### src/wedt_pkg.sv
// ---------------------------------------------------------------------------
// wedt_pkg
// shared types, codes and constants of the windowed event dedupe tracker
// ---------------------------------------------------------------------------
`default_nettype none
package wedt_pkg;

    localparam int MAX_EVENTS_DEF = 16;
    localparam logic [31:0] TOTAL_CAP = 32'd1000000;

    typedef enum logic [2:0] {
        CMD_START_HDR = 3'd0,
        CMD_SEED      = 3'd1,
        CMD_START_FIN = 3'd2,
        CMD_END       = 3'd3,
        CMD_SUBMIT    = 3'd4,
        CMD_SNAPSHOT  = 3'd5,
        CMD_RSVD6     = 3'd6,
        CMD_RSVD7     = 3'd7
    } t_cmd;

    typedef enum logic [1:0] {
        REG_WINDOW = 2'd0,
        REG_DEDUPE = 2'd1,
        REG_SKEW   = 2'd2
    } t_reg_idx;

    // one command as it travels through the queue
    typedef struct packed {
        t_cmd        cmd;
        logic [63:0] tag;
        logic [31:0] ckpt;
        logic [31:0] age;
        logic [47:0] now;
        logic [1:0]  src;
        logic [31:0] cli;
        logic [31:0] num;
        logic [47:0] et;
    } t_item;

    // one result item
    typedef struct packed {
        logic        accepted;
        logic        is_active;
        logic [63:0] active_tag;
        logic [31:0] revision;
        logic [31:0] total_count;
        logic [4:0]  window_count;
        logic [47:0] last_time;
    } t_result;

    typedef enum logic [2:0] {
        ST_IDLE,
        ST_PRUNE,
        ST_SCAN,
        ST_SHIFT,
        ST_APPLY,
        ST_LOAD,
        ST_OUT
    } t_state;

    function automatic logic [31:0] rev_bump(input logic [31:0] r);
        logic [31:0] v;
        v = r + 32'd1;
        if (v == 32'd0) v = 32'd1;
        return v;
    endfunction

endpackage
`default_nettype wire

### src/wedt_front.sv
// ---------------------------------------------------------------------------
// wedt_front
// input side: takes items, drops unused codes, and holds a two-entry queue
// ---------------------------------------------------------------------------
`default_nettype none
module wedt_front (
    input  wire logic            i_clk,
    input  wire logic            i_rst_n,
    input  wire logic            i_valid,
    output logic                 o_ready,
    input  wire wedt_pkg::t_item i_item,
    output logic                 o_valid,
    input  wire logic            i_ready,
    output wedt_pkg::t_item      o_item
);
    import wedt_pkg::*;

    t_item      r_q [2];
    logic       r_wp, r_rp;
    logic [1:0] r_cnt, n_cnt;
    logic       w_push, w_pop, w_keep;

    // unused codes cause no result and are simply dropped
    assign w_keep  = (i_item.cmd != CMD_RSVD6) && (i_item.cmd != CMD_RSVD7);
    assign o_ready = (r_cnt != 2'd2);
    assign w_push  = i_valid && o_ready && w_keep;
    assign o_valid = (r_cnt != 2'd0);
    assign w_pop   = o_valid && i_ready;
    assign o_item  = r_q[r_rp];

    always_comb begin
        n_cnt = r_cnt + {1'b0, w_push} - {1'b0, w_pop};
    end

    // queue pointers and count
    always_ff @(posedge i_clk) begin
        if (!i_rst_n) begin
            r_wp  <= 1'b0;
            r_rp  <= 1'b0;
            r_cnt <= 2'd0;
        end else begin
            r_cnt <= n_cnt;
            if (w_push) r_wp <= ~r_wp;
            if (w_pop)  r_rp <= ~r_rp;
        end
    end

    // queue payload
    always_ff @(posedge i_clk) begin
        if (w_push) r_q[r_wp] <= i_item;
    end
endmodule
`default_nettype wire

### config.mk
export PLATFORM = sky130hd
export DESIGN_NAME = wedt_front
export DESIGN_NICKNAME = d
export VERILOG_FILES = /design/src/wedt_pkg.sv /design/src/wedt_front.sv
export SDC_FILE = /design/constraint.sdc
export NUM_CORES = 1
export LEC_CHECK = 0
export ABC_AREA = 1
export BUFFER_PORTS_ARGS = -buffer_cell sky130_fd_sc_hd__clkbuf_2
export CAP_MARGIN = 20
export CORE_AREA = 2 2 232 234
export CTS_CLUSTER_DIAMETER = 120
export DETAILED_ROUTE_END_ITERATION = 10
export DIE_AREA = 0 0 234 236
export GPL_TIMING_DRIVEN = 0
export HOLD_SLACK_MARGIN = 0.15
export PLACE_DENSITY = 0.74
export SLEW_MARGIN = 20
export SYNTH_ARGS = -nofsm -noshare
export SYNTH_HDL_FRONTEND = slang
export SYNTH_SLANG_ARGS = --single-unit
### constraint.sdc
create_clock -name i_clk -period 21.1 [get_ports i_clk]
set_input_delay 1.055 -clock i_clk [delete_from_list [all_inputs] [get_ports i_clk]]
set_output_delay 1.055 -clock i_clk [all_outputs]
set_load 0.02 [all_outputs]
==> flow_summary_export.csv <==
group,metric,value,unit
pwr,power_density,119,mW/mm^2
sta,fmax,309,MHz
clock_tree,cts_buffer_depth,3,
sta,final_max_slew_viol_count,0,
routing,viasPerCell,4.79,
synth,avgSynthCellArea,23.7,sq um
setup_path,critPathKind,"in -> reg",
run,cap_violations,0,
sta,finClkSkew,0.0144,ns
clock_tree,clk-insertion-delay-late,0.59,ns
layout,drive_gt1_share,60.8,%
sta,hold_viol,0,
synth,yosysSeqAreaShare,78.4,%
routing,dr.pass1.iters,5,
pwr,finalPower,3.41,mW
synth,synth_xor_area_share,0,%
pwr,p_sw,0.983,mW
floorplan,die_h,236,microns
floorplan,start_util,42.5,%
pwr,p_sw_share,28.8,%
routing,wirelength,50000,microns
synth,synthMuxAreaShare,19.1,%
synth,synth_top_flop_cell,"edfxtp_1",
setup_path,rr_startpoint,"r_cnt[0]",
setup_path,end_kind,"flip-flop",
layout,syn2layout_area_growth,26.8,%
pwr,p_comb_share,28.3,%
synth,synth_top_family_by_area,"multiplexers",
synth,syn_inst,951,
pwr,p_int,2.43,mW
synth,synth_area_leaders,"edfxtp_1, mux2_4, mux2_2, buf_6, buf_8",
grt,met3_usage,7.13,%
clock_tree,htreeDepth,2,
sta,grt_setup_unrepaired,"no",
grt,grt_pass1_vias,12082,
floorplan,ios,592,
synth,yosys-top-cells-count,"edfxtp_1, mux2_4, mux2_2",
setup_path,timing.rr.end,"r_q[0][174]",
grt,antenna_found_initial,8,
synth,synth_fa_ha_area_share,0.111,%
routing,drc,0,
grt,grt_usage,17.3,%
clock_tree,cts_buffers,58,
pwr,seqPwrFrac,43.0,%
synth,async_flop_share,0,%
clock_tree,postCtsSetupBuffers,0,
setup_path,ff2ff_setup_slack,18.12,ns
synth,yosys.area.top_type,"edfxtp_1",
place,placed_cells,2254,
synth,synth_edf_count,586,
grt,grt_max_degree,88,
pwr,worst_ir_drop_vdd,0.0923,mV
clock_tree,ctsHoldBuffers,0,
synth,synthSimpleGateAreaFrac,0.388,%
sta,period_minus_slack,3.23,ns
setup_path,critPathLaunchType,"input port",
clock_tree,clock-sinks,591,
sta,finalSetupViolations,0,
synth,ys_ff_latch,591,
grt,use_met1,18.4,%
floorplan,die_x,234,microns
grt,grt_util_met2,31.1,%
clock_tree,cts_resized,0,
floorplan,placementRows,85,
pwr,leakagePower,11.3,nW
setup_path,cp_max_fo,24,
setup_path,startpoint,"i_item[291]",
synth,yosysUniqueCellTypes,16,
setup_path,crit_required,21.39,ns
synth,syn-cell-area,0.0226,sq mm
clock_tree,path_clk_slew,0.06,ns
grt,busiest_layer,"met2",
setup_path,arrival,3.52,ns
routing,ant_nets,0,
place,dp_hpwl,36800,microns
clock_tree,cts_tree,"done",
grt,gr-total-overflow,0,
setup_path,cp-endpoint,"r_q[0][174]",
layout,finalNetCount,1917,
clock_tree,cts_root_buf,"clkbuf_16",
place,place_congestion,0.778,
floorplan,dieArea,0.0552,sq mm
floorplan,core,0.0531,sq mm
place,portBuffers,591,
sta,worstMarginPinSlew,0.790,ns
synth,synth.most_common_cell,"edfxtp_1",
sta,slew_headroom,47.2,%
grt,grt_pass1_wl,71200,microns
synth,syn-num-nets,1250,
routing,wire_per_inst,21.2,microns
sta,fin_crit_sh,15.3,%
setup_path,reg2reg_depth,10,
routing,num_vias,11300,
pwr,clkPwrFrac,28.8,%
layout,final_cells,2359,
min_path,hold_path.class,"reg -> reg",
routing,drtIter0Drc,567,
min_path,min-delay-start,"r_rp",
run_status,status,"complete, no violations",
synth,synth_compound_area_share,0.0554,%
synth,synth_top_area_share,78.0,%
synth,yosys_warnings,0,
## flip-flops by register name, indices dropped and copies added (netlist names), named ones only
name and count:
r_rp 1, r_cnt 2, r_q 586, r_wp 1
## final cells by class
type / count / area (sq um)
antenna: 3 / 7.51
buffer: 33 / 409
clock buffer: 73 / 1570
clock inverter: 29 / 238
fill: 4086 / 24500
inverter: 8 / 37.5
multi-input combinational: 319 / 4450
sequential: 591 / 17700
tap: 696 / 871
timing repair buffer: 607 / 3340
## routing by layer
metal / vias up / routed length, microns
met2: 481 / 25900
met4: 6 / 1210
met5: - / 43
li1: 5135 / -
met1: 5593 / 17600
met3: 85 / 5200
## cell usage in the layout, fill, tap and decap left out
cell type,Yosys,final
clkinv_1,0,15
clkbuf_2,0,591
nand4_1,1,1
dfxtp_1,5,5
inv_6,0,1
ha_1,2,2
clkbuf_16,0,61
a21oi_1,1,1
nand3_1,2,2
inv_8,0,1
clkinvlp_4,0,3
nor2_4,0,1
mux2_2,23,23
nor2_1,9,8
buf_12,1,9
buf_2,2,2
bufinv_16,0,4
diode_2,0,3
nand2_1,10,10
mux2_4,270,270
buf_8,11,11
buf_16,0,8
clkbuf_1,0,12
o21a_1,1,1
clkinv_2,0,6
buf_6,19,19
inv_1,8,7
edfxtp_1,586,586
## how the worst min path moves through the flow
stage | to | cells past startpoint
after global routing | r_rp | 2
final | flip-flop | 2
after detailed placement | flip-flop | 2
after floorplan | flip-flop | 2
after CTS | flip-flop | 2
after global placement | r_rp | 2
## power by group through the flow
stage               registers (mW)  logic [mW]  clock network, mW
floorplan                     1.54       0.653                  0
global placement              1.57       0.934                  0
detailed placement            1.49       0.975                  0
CTS                           1.47       0.980               1.00
global route                  1.47        1.02               1.05
finish                        1.47       0.965              0.982
## per-stage QoR
| stage | setup slack, ns | setup TNS, ns | hold slack [ns] | instance area, sq um | util (%) |
|---|---|---|---|---|---|
| floorplan | 6.62 | 0 | 0.451 | 22600 | - |
| global placement | -0.122 | -23.57 | 0.471 | 26400 | 49.8 |
| detailed placement | 17.27 | 0 | 0.509 | 26800 | 50.5 |
| CTS | 17.84 | 0 | 0.530 | 28600 | 53.9 |
| global route | 17.72 | 0 | 0.579 | 28600 | 53.9 |
| finish | 17.87 | 0 | 0.547 | 28600 | 53.9 |
## worst max-delay path, cell delays in order
cell and delay, ns:
clkbuf_2 0.11, nand2_1 0.11, nand2_1 0.08, nor2_1 0.16, inv_1 0.12, nor2_4 0.62
buf_12 0.27, buf_16 0.20, buf_12 0.20, buf_12 0.21, buf_16 0.19, buf_16 0.16
## cell families after synthesis
family,count (synthesis)
compound gates,2
fa+ha+maj,2
buf+inv,41
flops,591
mux,293
simple gates,22
Power figures use the tool's default switching activity.
